<file path="src/sv/lpd_pkg.sv">
// Shared types, constants and tables for the lidar point preprocessing core.
// No dependencies; imported by every module of the block.
package lpd_pkg;

    // Configuration register indexes
    typedef enum logic [1:0] {
        REG_MODE  = 2'd0,
        REG_BLIND = 2'd1,
        REG_KEEP  = 2'd2,
        REG_SCALE = 2'd3
    } t_reg_idx;

    // Sensor modes
    localparam logic [1:0] MODE_ROT   = 2'd0;
    localparam logic [1:0] MODE_PLAIN = 2'd1;

    // Defaults
    localparam int unsigned DEF_MAX_RINGS    = 64;
    localparam int unsigned DEF_COORD_BITS   = 24;
    localparam int unsigned DEF_CORDIC_ITERS = 16;
    localparam logic [31:0] SCALE_RESET      = 32'd65536000;

    // Timing constants
    localparam logic [28:0] DIV1000_MUL  = 29'd274877907;  // ceil(2^38 / 1000)
    localparam int unsigned DIV1000_SHR  = 38;
    localparam logic [11:0] US_MUL       = 12'd3125;       // 100000/23104 = 3125/722
    localparam logic [9:0]  US_DEN       = 10'd722;
    localparam logic [27:0] US_RECIP     = 28'd190358661;  // floor(2^37 / 722)
    localparam int unsigned US_RECIP_SHR = 37;
    localparam logic [16:0] TURN_US      = 17'd99722;
    localparam int signed   YAW_HALF     = 11520;
    localparam int signed   YAW_FULL     = 23040;
    localparam int signed   HALF_TURN16  = 180 * 65536;

    typedef struct packed {
        logic [1:0]  mode;
        logic [15:0] blind;
        logic [7:0]  keep;
        logic [31:0] scale;
    } t_cfg;

    typedef enum logic [3:0] {
        ST_IDLE,
        ST_SQX,
        ST_SQY,
        ST_SQZ,
        ST_TIME,
        ST_CORD,
        ST_YAW,
        ST_DIV1,
        ST_DIV2,
        ST_OUT
    } t_bstate;

    // atan(2^-i) in 1/65536 degree
    function automatic logic signed [31:0] atan_deg16(input logic [4:0] i);
        logic signed [31:0] v;
        case (i)
            5'd0:  v = 32'sd2949120;
            5'd1:  v = 32'sd1740967;
            5'd2:  v = 32'sd919879;
            5'd3:  v = 32'sd466945;
            5'd4:  v = 32'sd234379;
            5'd5:  v = 32'sd117304;
            5'd6:  v = 32'sd58666;
            5'd7:  v = 32'sd29335;
            5'd8:  v = 32'sd14668;
            5'd9:  v = 32'sd7334;
            5'd10: v = 32'sd3667;
            5'd11: v = 32'sd1833;
            5'd12: v = 32'sd917;
            5'd13: v = 32'sd458;
            5'd14: v = 32'sd229;
            5'd15: v = 32'sd115;
            5'd16: v = 32'sd57;
            5'd17: v = 32'sd29;
            5'd18: v = 32'sd14;
            5'd19: v = 32'sd7;
            5'd20: v = 32'sd4;
            5'd21: v = 32'sd2;
            5'd22: v = 32'sd1;
            default: v = 32'sd0;
        endcase
        return v;
    endfunction

endpackage

</file>
<file path="src/sv/lpd_front.sv">
// Front end: accepts points, tracks the decimation index, tags candidates.
// Depends on lpd_pkg.
module lpd_front import lpd_pkg::*; #(
    parameter int unsigned COORD_BITS = DEF_COORD_BITS,
    localparam int unsigned W = 3 * COORD_BITS + 57
) (
    input  logic                         i_clk,
    input  logic                         i_rst_n,
    input  t_cfg                         i_cfg,
    input  logic                         i_push,
    input  logic                         i_frame_start,
    input  logic                         i_has_time,
    input  logic signed [COORD_BITS-1:0] i_x_mm,
    input  logic signed [COORD_BITS-1:0] i_y_mm,
    input  logic signed [COORD_BITS-1:0] i_z_mm,
    input  logic [15:0]                  i_intensity,
    input  logic [31:0]                  i_time_raw,
    input  logic [5:0]                   i_ring,
    input  logic                         i_q_full,
    output logic                         o_q_wr,
    output logic [W-1:0]                 o_q_data
);

    logic [7:0] r_idx, n_idx, cur_idx, keep;
    logic [8:0] idx_inc;
    logic       take;

    // Decimation index for this point and the next
    always_comb begin
        keep    = (i_cfg.keep == 8'd0) ? 8'd1 : i_cfg.keep;
        cur_idx = i_frame_start ? 8'd0 : r_idx;
        take    = (cur_idx == 8'd0);
        idx_inc = {1'b0, cur_idx} + 9'd1;
        n_idx   = (idx_inc >= {1'b0, keep}) ? 8'd0 : idx_inc[7:0];
    end

    assign o_q_wr   = i_push && !i_q_full;
    assign o_q_data = {take, i_frame_start, i_has_time, i_x_mm, i_y_mm, i_z_mm,
                       i_intensity, i_time_raw, i_ring};

    always_ff @(posedge i_clk) begin
        if (!i_rst_n) begin
            r_idx <= 8'd0;
        end else if (o_q_wr) begin
            r_idx <= n_idx;
        end
    end

endmodule

</file>
<file path="config.mk">
export PLATFORM = sky130hd
export DESIGN_NAME = lpd_front
export DESIGN_NICKNAME = d
export VERILOG_FILES = /design/src/sv/lpd_pkg.sv /design/src/sv/lpd_front.sv
export SDC_FILE = /design/constraint.sdc
export NUM_CORES = 1
export LEC_CHECK = 0
export BUFFER_PORTS_ARGS = -buffer_cell sky130_fd_sc_hd__buf_4
export CAP_MARGIN = 40
export CORE_AREA = 2 2 124 126
export CTS_CLUSTER_DIAMETER = 50
export DETAILED_ROUTE_END_ITERATION = 6
export DIE_AREA = 0 0 126 128
export GPL_TIMING_DRIVEN = 0
export PLACE_DENSITY_LB_ADDON = 0.2
export SLEW_MARGIN = 20
export SYNTH_ARGS = -nofsm -noshare
export SYNTH_HDL_FRONTEND = slang
export SYNTH_SLANG_ARGS = --single-unit
</file>
<file path="constraint.sdc">
create_clock -name i_clk -period 7.7 [get_ports i_clk]
set_input_delay 1.54 -clock i_clk [delete_from_list [all_inputs] [get_ports i_clk]]
set_output_delay 1.54 -clock i_clk [all_outputs]
set_load 0.005 [all_outputs]
</file>
==> flow_metrics.env <==
export IMPL_synth_edf_count=0
export IMPL_swShare_pct=21.4
export IMPL_internal_power_uw=198
export IMPL_final_cell_mix="buf_4, inv_1, nor2_1, ha_1, dfxtp_1"
export IMPL_syn_to_final_growth_pct=79.2
export IMPL_dr_pass1_iters=3
export IMPL_clk_latency_ns=0.23
export IMPL_fin_skew_ns=0.000920
export IMPL_synth_seq_area_share_pct=9.27
export IMPL_htreeDepth=1
export IMPL_multi_input_area_sq_um=544
export IMPL_synthFlopType="dfxtp_1"
export IMPL_p_comb_share_pct=48.5
export IMPL_tightestPinTransition_ns=0.457
export IMPL_whs_path_depth=1
export IMPL_ys_ff_latch=8
export IMPL_fill_cells=1673
export IMPL_path_common_cell="buf_4"
export IMPL_max_cap_violations=0
export IMPL_portBuffers=141
export IMPL_switchingPower_uw=54.0
export IMPL_ios=320
export IMPL_nets=564
export IMPL_postRouteAntennaNets=0
export IMPL_reg2regPathDepth=12
export IMPL_cts_tree="yes"
export IMPL_crit_required_ns=6.16
export IMPL_final_common_cell="buf_4"
export IMPL_drt_iter0_drc=16
export IMPL_syn_area_sq_um=1730
export IMPL_routed_via_density=3.18
export IMPL_gp_congestion=0.673
export IMPL_grt_first_pass_wirelength_microns=6110
export IMPL_crit_chain="buf_2 -> a21o_1 -> buf_4 -> buf_4"
export IMPL_vdd_drop_max_mv=0.0581
export IMPL_fin_crit_sh_pct=47.7
export IMPL_synth_warnings=0
export IMPL_p_per_area_nw_per_um2=81.5
export IMPL_grt_start_max_net_pins=11
export IMPL_vias=1758
export IMPL_std_cell_rows=45
export IMPL_largest_register="r_idx"
export IMPL_cts_setup_buffers=0
export IMPL_maxSlewHeadroom_pct=69.3
export IMPL_critPathLaunchType="primary input"
export IMPL_cts_sinks=8
export IMPL_drc=0
export IMPL_grt_pass1_vias=1364
export IMPL_floorplan_initialDensity_pct=11.6
export IMPL_die_w_microns=126
export IMPL_clock_fmax_ghz=0.272
export IMPL_fp_dieArea_sq_um=16100
export IMPL_cp_slowest_stage_delay_ns=0.17
export IMPL_pwr_share_seq_pct=17.0
export IMPL_antenna_found_initial=0
export IMPL_dp_slack_ns=4.00
export IMPL_criticalPathCategory="primary input to output port"
export IMPL_clkPwrFrac_pct=34.4
export IMPL_reg_largest_list="r_idx (8)"
export IMPL_cts_hold_buf=0
export IMPL_synth_cells=220
export IMPL_endpoint_kind="output port"
export IMPL_routedWlPerCell_microns=8.29
export IMPL_ys_types=35
export IMPL_cts_repair_resized=0
export IMPL_power_leakage_nw=1.70
export IMPL_rsz0062_at_grt="false"
export IMPL_place_hpwl_microns=4190
export IMPL_hold_viol_final=0
export IMPL_max_clock_path_buffers=2
export IMPL_grt_use_total_pct=4.57
export IMPL_final_util_pct=20.8
export IMPL_cts_clk_slew_worst_paths_ns=0.04
export IMPL_n_antenna_cell=0
export IMPL_setup_tns_ns=0
export IMPL_cp_arrival_ns=2.13
export IMPL_maxSlewViolCount=0
export IMPL_fin_ws_ns=4.03
export IMPL_core_area_sq_um=14900
export IMPL_gr_total_overflow=0
export IMPL_drive_gt1_share_pct=77.5
export IMPL_cts_root_buffer="clkbuf_16"
export IMPL_syn_nets=418
export IMPL_cts_buffers=3
export IMPL_status="completed"
export IMPL_regArea_sq_um=160
export IMPL_die_height_microns=128
export IMPL_synthArstFlopShare_pct=0
export IMPL_largest_reg_flops=8
export IMPL_min_period_ns=3.67
export IMPL_crit_slowest_cell="buf_2"
export IMPL_wirelength_microns=4570
export IMPL_setup_viol=0
export IMPL_avgSynthCellArea_sq_um=7.85
export IMPL_crit_fanout=10
export IMPL_hold_class="flip-flop to flip-flop"
area by class of cell:
type	count	area share, %
buffer	133	32.0
clock buffer	3	2.42
inverter	9	1.09
multi-input combinational	70	17.6
sequential	8	5.17
tap	188	7.60
timing repair buffer	141	34.2
kinds of logic (layout without fill, tap and decap cells):
logic type	after synthesis	count (layout)	synth area share (%)
compound gates	22	22	11.3
fa+ha+maj	8	8	5.79
flops	8	8	9.27
simple gates	33	33	10.9
xor+xnor	7	7	3.55
buf+inv	142	286	59.2
cell usage after synthesis (2+ instances only):
cell type,n,share of area (%)
xor2_1,4,2.0
nor2_1,9,2.0
o21ai_0,3,0.87
dfxtp_1,8,9.3
buf_4,130,56
nor2b_1,4,1.4
inv_1,9,2.0
xnor2_1,3,1.5
ha_1,8,5.8
a22o_1,5,2.5
buf_2,2,0.58
o211ai_1,2,0.87
nand3_1,3,0.87
nor4_1,3,1.1
nand2_1,7,1.5
layer usage:
layer | up-vias | part of all wire, % | track usage (%)
met5 | - | 0 | 0
met4 | 0 | 1.4 | 2.13
met3 | 2 | 14 | 1.25
met2 | 146 | 51 | 7.78
met1 | 735 | 34 | 5.34
li1 | 875 | - | -
critical path: cells and delay by family:
kind / cells / cell delay (ns)
buf+inv: 3 / 0.42
compound gates: 1 / 0.17
power by group through the flow:
stage | Clock [mW] | Sequential (mW) | Combinational, mW
after global placement | 0 | 0.0436 | 0.124
final | 0.0869 | 0.0430 | 0.123
after global routing | 0.0910 | 0.0431 | 0.132
after CTS | 0.0880 | 0.0430 | 0.125
after floorplan | 0 | 0.0434 | 0.0640
after detailed placement | 0 | 0.0437 | 0.125
metrics by stage:
| stage | instances | instance area [sq um] | hold slack, ns | power [mW] |
|---|---|---|---|---|
| floorplan | 220 | 1730 | 0.509 | 0.107 |
| global placement | 549 | 3020 | 0.548 | 0.168 |
| detailed placement | 549 | 3020 | 0.550 | 0.168 |
| CTS | 552 | 3100 | 0.558 | 0.256 |
| global route | 552 | 3100 | 0.590 | 0.266 |
| finish | 552 | 3100 | 0.552 | 0.253 |
path summary, 6_finish.rpt:
kind                         startpoint                     to  slack [ns]
setup / recovery          i_frame_start          o_q_data[128]        4.03
hold / removal    r_idx[2]$_SDFFE_PN0P_  r_idx[2]$_SDFFE_PN0P_        0.55
setup reg to reg  r_idx[0]$_SDFFE_PN0P_  r_idx[7]$_SDFFE_PN0P_        4.92
hold reg to reg   r_idx[2]$_SDFFE_PN0P_  r_idx[2]$_SDFFE_PN0P_        0.55
No activity file was read; power rests on OpenSTA's default activity.
