[src/sv/lpd_pkg.sv]
// Shared types, constants and tables for the lidar point preprocessing core.
// No dependencies; imported by every module of the block.
package lpd_pkg;

    // Configuration register indexes
    typedef enum logic [1:0] {
        REG_MODE  = 2'd0,
        REG_BLIND = 2'd1,
        REG_KEEP  = 2'd2,
        REG_SCALE = 2'd3
    } t_reg_idx;

    // Sensor modes
    localparam logic [1:0] MODE_ROT   = 2'd0;
    localparam logic [1:0] MODE_PLAIN = 2'd1;

    // Defaults
    localparam int unsigned DEF_MAX_RINGS    = 64;
    localparam int unsigned DEF_COORD_BITS   = 24;
    localparam int unsigned DEF_CORDIC_ITERS = 16;
    localparam logic [31:0] SCALE_RESET      = 32'd65536000;

    // Timing constants
    localparam logic [28:0] DIV1000_MUL  = 29'd274877907;  // ceil(2^38 / 1000)
    localparam int unsigned DIV1000_SHR  = 38;
    localparam logic [11:0] US_MUL       = 12'd3125;       // 100000/23104 = 3125/722
    localparam logic [9:0]  US_DEN       = 10'd722;
    localparam logic [27:0] US_RECIP     = 28'd190358661;  // floor(2^37 / 722)
    localparam int unsigned US_RECIP_SHR = 37;
    localparam logic [16:0] TURN_US      = 17'd99722;
    localparam int signed   YAW_HALF     = 11520;
    localparam int signed   YAW_FULL     = 23040;
    localparam int signed   HALF_TURN16  = 180 * 65536;

    typedef struct packed {
        logic [1:0]  mode;
        logic [15:0] blind;
        logic [7:0]  keep;
        logic [31:0] scale;
    } t_cfg;

    typedef enum logic [3:0] {
        ST_IDLE,
        ST_SQX,
        ST_SQY,
        ST_SQZ,
        ST_TIME,
        ST_CORD,
        ST_YAW,
        ST_DIV1,
        ST_DIV2,
        ST_OUT
    } t_bstate;

    // atan(2^-i) in 1/65536 degree
    function automatic logic signed [31:0] atan_deg16(input logic [4:0] i);
        logic signed [31:0] v;
        case (i)
            5'd0:  v = 32'sd2949120;
            5'd1:  v = 32'sd1740967;
            5'd2:  v = 32'sd919879;
            5'd3:  v = 32'sd466945;
            5'd4:  v = 32'sd234379;
            5'd5:  v = 32'sd117304;
            5'd6:  v = 32'sd58666;
            5'd7:  v = 32'sd29335;
            5'd8:  v = 32'sd14668;
            5'd9:  v = 32'sd7334;
            5'd10: v = 32'sd3667;
            5'd11: v = 32'sd1833;
            5'd12: v = 32'sd917;
            5'd13: v = 32'sd458;
            5'd14: v = 32'sd229;
            5'd15: v = 32'sd115;
            5'd16: v = 32'sd57;
            5'd17: v = 32'sd29;
            5'd18: v = 32'sd14;
            5'd19: v = 32'sd7;
            5'd20: v = 32'sd4;
            5'd21: v = 32'sd2;
            5'd22: v = 32'sd1;
            default: v = 32'sd0;
        endcase
        return v;
    endfunction

endpackage

[src/sv/lpd_fifo.sv]
// Two-entry queue between the front end and the back end.
// Depends on lpd_pkg only through the common import style.
module lpd_fifo import lpd_pkg::*; #(
    parameter int unsigned W = 8
) (
    input  logic         i_clk,
    input  logic         i_rst_n,
    input  logic         i_wr,
    input  logic [W-1:0] i_data,
    input  logic         i_rd,
    output logic         o_full,
    output logic         o_empty,
    output logic [W-1:0] o_data
);

    logic [W-1:0] r_mem [2];
    logic         r_wp, r_rp;
    logic [1:0]   r_cnt;
    logic         wr, rd;

    assign o_full  = (r_cnt == 2'd2);
    assign o_empty = (r_cnt == 2'd0);
    assign wr      = i_wr && !o_full;
    assign rd      = i_rd && !o_empty;
    assign o_data  = r_mem[r_rp];

    always_ff @(posedge i_clk) begin
        if (wr) begin
            r_mem[r_wp] <= i_data;
        end
    end

    always_ff @(posedge i_clk) begin
        if (!i_rst_n) begin
            r_wp  <= 1'b0;
            r_rp  <= 1'b0;
            r_cnt <= 2'd0;
        end else begin
            if (wr) r_wp <= !r_wp;
            if (rd) r_rp <= !r_rp;
            r_cnt <= r_cnt + {1'b0, wr} - {1'b0, rd};
        end
    end

    a_cnt_bound: assert property (@(posedge i_clk) disable iff (!i_rst_n)
        r_cnt != 2'd3) else $error("queue count out of range");

    a_ptr_match: assert property (@(posedge i_clk) disable iff (!i_rst_n)
        (r_cnt == 2'd0 || r_cnt == 2'd2) |-> (r_wp == r_rp))
        else $error("queue pointers disagree with count");

    a_no_ghost_rd: assert property (@(posedge i_clk) disable iff (!i_rst_n)
        (r_cnt == 2'd0 && !i_wr) |=> (r_cnt == 2'd0))
        else $error("queue filled without a write");

endmodule

[config.mk]
export PLATFORM = sky130hd
export DESIGN_NAME = lpd_fifo
export DESIGN_NICKNAME = d
export VERILOG_FILES = /design/src/sv/lpd_pkg.sv /design/src/sv/lpd_fifo.sv
export SDC_FILE = /design/constraint.sdc
export NUM_CORES = 1
export LEC_CHECK = 0
export ABC_AREA = 1
export BUFFER_PORTS_ARGS = -buffer_cell sky130_fd_sc_hd__buf_2
export CORE_MARGIN = 4
export CORE_UTILIZATION = 35
export DETAILED_ROUTE_END_ITERATION = 10
export GPL_TIMING_DRIVEN = 0
export PLACE_DENSITY_LB_ADDON = 0.25
export SLEW_MARGIN = 15
export SYNTH_ARGS = -nofsm -noshare
export SYNTH_HDL_FRONTEND = slang
export SYNTH_SLANG_ARGS = --single-unit
[constraint.sdc]
create_clock -name i_clk -period 1.52 [get_ports i_clk]
set_input_delay 0.228 -clock i_clk [delete_from_list [all_inputs] [get_ports i_clk]]
set_output_delay 0.228 -clock i_clk [all_outputs]
set_load 0.005 [all_outputs]
==> impl_results.html <==
<table>
<tr><th>Metric</th><th>Value</th></tr>
<tr><th colspan="2">Status</th></tr>
<tr><td>Result of the run</td><td>finished, final reports clean</td></tr>
<tr><th colspan="2">STA</th></tr>
<tr><td>Post-layout worst setup margin</td><td>0.0806 ns</td></tr>
<tr><td>Maximum achievable frequency</td><td>around 700 MHz</td></tr>
<tr><td>Final setup violation count</td><td>0</td></tr>
<tr><td>Least-Margin Pin Slew</td><td>0.417 ns</td></tr>
<tr><td>Max Clock Skew</td><td>between 0.002 and 0.0025 ns</td></tr>
<tr><td>Unrepaired setup endpoints after global routing</td><td>false</td></tr>
<tr><td>Setup total negative slack</td><td>0 ns</td></tr>
<tr><td>Number of hold violations in the final report</td><td>0</td></tr>
<tr><td>Final critical-path share of the clock period</td><td>between 90% and 100%</td></tr>
<tr><td>Minimum clock period after layout</td><td>1.44 ns</td></tr>
<tr><td>Slew headroom</td><td>72.2%</td></tr>
<tr><td>Final number of max-transition violations</td><td>0</td></tr>
<tr><th colspan="2">Place</th></tr>
<tr><td>Post-detailed-placement half-perimeter wirelength</td><td>~900 um</td></tr>
<tr><td>Worst setup timing slack at the placement stage</td><td>-0.0545 ns</td></tr>
<tr><td>Count of input and output buffers</td><td>21</td></tr>
<tr><td>Placed cell areas</td><td>roughly 0.001 sq mm</td></tr>
<tr><td>Routability-driven placement congestion ratio</td><td>about 0.75</td></tr>
<tr><th colspan="2">Cells and area</th></tr>
<tr><td>Layout overhead on the synthesized area</td><td>26.6%</td></tr>
<tr><td>Diodes inserted</td><td>0</td></tr>
<tr><td>Share of final-layout standard cells stronger than drive strength 1</td><td>55.6%</td></tr>
<tr><td>Number of filler instances in the final layout</td><td>219</td></tr>
<tr><td>Net count reported at finish</td><td>105</td></tr>
<tr><td>Summed area of non-filler cells in the final layout</td><td>around 0.0011 sq mm</td></tr>
<tr><th colspan="2">Worst setup path</th></tr>
<tr><td>Type of element launching the critical path</td><td>flip-flop</td></tr>
<tr><td>Source of the worst register-to-register timing path</td><td>r_cnt[1]</td></tr>
<tr><td>CP arrival</td><td>around 1.2 ns</td></tr>
<tr><td>Crit. End Element</td><td>output pin</td></tr>
<tr><td>Maximum fanout encountered on the critical timing path</td><td>8</td></tr>
<tr><td>Register-to-Register Path Depth</td><td>9</td></tr>
<tr><td>CP Cell Sequence</td><td>buf_6, mux2_4, buf_2</td></tr>
<tr><td>Required time worst endpoint</td><td>between 1 and 1.5 ns</td></tr>
<tr><td>WS Path Type</td><td>reg2out</td></tr>
<tr><td>Standard cell with the maximum stage delay on the critical path</td><td>dfxtp_2</td></tr>
<tr><td>Longest individual stage delay on the worst path</td><td>approximately 0.34 ns</td></tr>
<tr><td>Capturing point of the worst reg2reg path</td><td>r_cnt[1]</td></tr>
<tr><td>Worst-case register-to-register setup slack</td><td>around 0.09 ns</td></tr>
<tr><th colspan="2">Floorplan</th></tr>
<tr><td>Die Height</td><td>roughly 58 um</td></tr>
<tr><td>Die Footprint</td><td>approximately 0.0033 sq mm</td></tr>
<tr><td>Number of top-level pins</td><td>22</td></tr>
<tr><td>Count of standard-cell rows</td><td>17</td></tr>
<tr><td>Core box area</td><td>~0.0023 sq mm</td></tr>
<tr><td>Initial cell density of the core</td><td>38.0%</td></tr>
<tr><td>Chip Width</td><td>approximately 58 um</td></tr>
<tr><th colspan="2">Pwr</th></tr>
<tr><td>PnR Total Power</td><td>1700 uW</td></tr>
<tr><td>Total power density per cell area</td><td>about 1600 mW/mm^2</td></tr>
<tr><td>Worst IR Drop VDD</td><td>0.777 mV</td></tr>
<tr><td>Leakage Power</td><td>between 0.0004 and 0.0005 uW</td></tr>
<tr><th colspan="2">Synthesis</th></tr>
<tr><td>Cell area after synthesis</td><td>slightly below 900 sq um</td></tr>
<tr><td>Most instantiated cells after synthesis</td><td>edfxtp_1 (16), inv_1 (9), nand2_1 (9)</td></tr>
<tr><td>Main flop type after synthesis</td><td>edfxtp_1</td></tr>
<tr><td>Fraction of synthesized cell area taken by the top area cell type</td><td>a little under three fifths</td></tr>
<tr><td>Count of synthesis-stage warnings from yosys</td><td>0</td></tr>
<tr><td>Yosys cell types</td><td>11</td></tr>
<tr><td>Most repeated cell in the gate-level netlist after synthesis</td><td>edfxtp_1</td></tr>
<tr><td>Mean post-synth cell area</td><td>about 14 sq um</td></tr>
<tr><td>Post-synth EDFFs</td><td>16</td></tr>
<tr><td>Share of async-settable or async-resettable flops after synthesis</td><td>0%</td></tr>
<tr><td>Number of instances in the synthesized netlist</td><td>between 60 and 70</td></tr>
<tr><td>Synth top area cells</td><td>edfxtp_1 (56%), mux2_4 (14%), dfxtp_1 (12%)</td></tr>
<tr><td>Flip-flop and latch count after synthesis</td><td>21</td></tr>
<tr><td>Net count after synthesis</td><td>a little under 80</td></tr>
<tr><td>Seq/Total Area, Yosys</td><td>about two thirds</td></tr>
<tr><td>Post-synth top area cell</td><td>edfxtp_1</td></tr>
<tr><th colspan="2">GRT</th></tr>
<tr><td>Grt ovf</td><td>0</td></tr>
<tr><td>Number of global-route vias before repair</td><td>497</td></tr>
<tr><td>First-pass GRT wire length</td><td>2.18 mm</td></tr>
<tr><td>All-layer global routing usage</td><td>between 8 and 9%</td></tr>
<tr><td>Initial antenna violation count</td><td>0</td></tr>
<tr><td>Largest net degree at the start of global routing</td><td>13</td></tr>
<tr><th colspan="2">Drt</th></tr>
<tr><td>Vias per Instance</td><td>~4.4</td></tr>
<tr><td>Number of iterations in the first detailed-routing pass</td><td>2</td></tr>
<tr><td>Per-cell routed wire length</td><td>approximately 11 um</td></tr>
<tr><td>DRC violations left</td><td>0</td></tr>
<tr><td>Vias post-DR</td><td>between 500 and 600</td></tr>
<tr><td>Detailed router's first-iteration violation count</td><td>10</td></tr>
<tr><td>Routed wire length</td><td>roughly 1.3 mm</td></tr>
<tr><td>Final antenna-violating net count</td><td>0</td></tr>
<tr><th colspan="2">CTS</th></tr>
<tr><td>Number of buffers added by the clock tree synthesis step</td><td>3</td></tr>
<tr><td>Maximum level of the CTS H-tree</td><td>1</td></tr>
<tr><td>Post-CTS Hold Buffers</td><td>0</td></tr>
<tr><td>Clock sink count</td><td>21</td></tr>
<tr><td>Clock tree root driver cell</td><td>clkbuf_4</td></tr>
<tr><td>Clock-pin slew reported for the worst setup and hold paths after clock tree synthesis</td><td>between 0.1 and 0.15 ns</td></tr>
<tr><td>Clock network latency to the later pin of the worst-skew pair</td><td>around 0.29 ns</td></tr>
<tr><td>TritonCTS clock tree</td><td>done</td></tr>
<tr><td>Max Buffers Root-to-Sink</td><td>2</td></tr>
<tr><th colspan="2">Hold path</th></tr>
<tr><td>Hold worst-path end</td><td>r_mem[0][0]</td></tr>
<tr><td>Critical hold path startpoint</td><td>i_data[0]</td></tr>
<tr><td>Path type of the worst min-delay path</td><td>in2reg</td></tr>
<tr><td>Hold Crit Depth</td><td>1</td></tr>
<tr><th colspan="2">Run</th></tr>
<tr><td>Number of max-capacitance violations reported</td><td>0</td></tr>
</table>
[per-layer routing]
| metal | global-route usage [%] | vias to the layer above | routed length, um |
|---|---|---|---|
| li1 | - | 263 | - |
| met1 | 10.6 | 235 | 584 |
| met2 | 13.5 | 17 | 625 |
| met3 | 2.67 | 2 | 119 |
| met4 | 4.97 | 0 | 10 |
| met5 | 0 | - | 0 |
[registers in the layout, summed over array words and instances (netlist names), named ones only]
name / count
r_cnt: 2
r_wp: 1
r_rp: 1
r_mem: 16
[power breakdown]
part	leakage, uW	switching (uW)	total [uW]	internal [uW]
registers	0.000192	58.6	805	746
logic	0.000274	308	640	332
clock network	0.0000177	158	256	97.8
[per-stage QoR]
stage	utilization, %	std cells	hold WS, ns
4_1_cts	45.6	116	0.107
3_5_place_dp	44.1	112	0.422
5_1_grt	48.1	118	0.0968
6_report	48.1	118	0.116
3_3_place_gp	44.1	112	0.417
2_1_floorplan	-	63	0.321
[critical path, delay by kind of cell (launching register included)]
| family | cells | cell delay [ns] |
|---|---|---|
| DFF | 1 | 0.34 |
| buffers and inverters | 2 | 0.27 |
| muxes | 1 | 0.30 |
[worst max-delay path by stage]
stage | slack [ns] | end | from
after CTS | 0.02 | r_cnt[1] | r_cnt[0]
after global routing | 0.001 | r_cnt[1] | r_cnt[0]
after global placement | -0.04 | r_mem[0][1] | r_cnt[0]
final | 0.08 | o_data[5] | flip-flop
after detailed placement | -0.05 | r_mem[0][1] | r_cnt[0]
after floorplan | 0.09 | r_cnt[1] | r_cnt[0]
[logic make-up after synthesis]
kind of cell    count (synthesis)  share of synthesized area [%]
flops                          21                           67.1
simple gates                   20                           9.69
buf+inv                        10                           5.21
mux                             8                           13.9
compound gates                  2                           1.16
fa+ha+maj                       2                           2.89
[placed cells by master, fill, tap and decap left out]
cell type and count:
clkbuf_4 3, nand3_2 1, nor2_2 3, edfxtp_1 16
nand2_2 1, buf_4 2, clkinv_2 1, nor2_1 5
a21oi_1 1, dfxtp_1 2, dfxtp_2 3, inv_1 8
nand2_4 2, ha_2 1, a21oi_2 1, mux2_4 8
ha_4 1, inv_2 1, nand3_1 2, buf_2 21
nand2_1 6, buf_6 1
[final cells by class]
cell class | instances | area [sq um] | area share (%)
flip-flops and latches | 21 | 584 | 53.4
multi-input cells | 32 | 283 | 25.8
plain buffers | 1 | 11.3 | 1.03
well taps | 28 | 35.0 | 3.20
clock inverters | 1 | 5.00 | 0.457
repair buffers | 23 | 120 | 11.0
inverters | 9 | 33.8 | 3.09
clock buffers | 3 | 22.5 | 2.06
[repair_timing]
action / 4_1_cts / 5_1_grt
hold endpoints to repair: 0 / 0
setup endpoints to repair: 9 / 6
gates resized for setup: 3 / 11
pin swaps: 0 / 0
buffers inserted: 0 / 2
gates cloned: 0 / 0
Note: power is estimated with default switching activity, not from simulation.
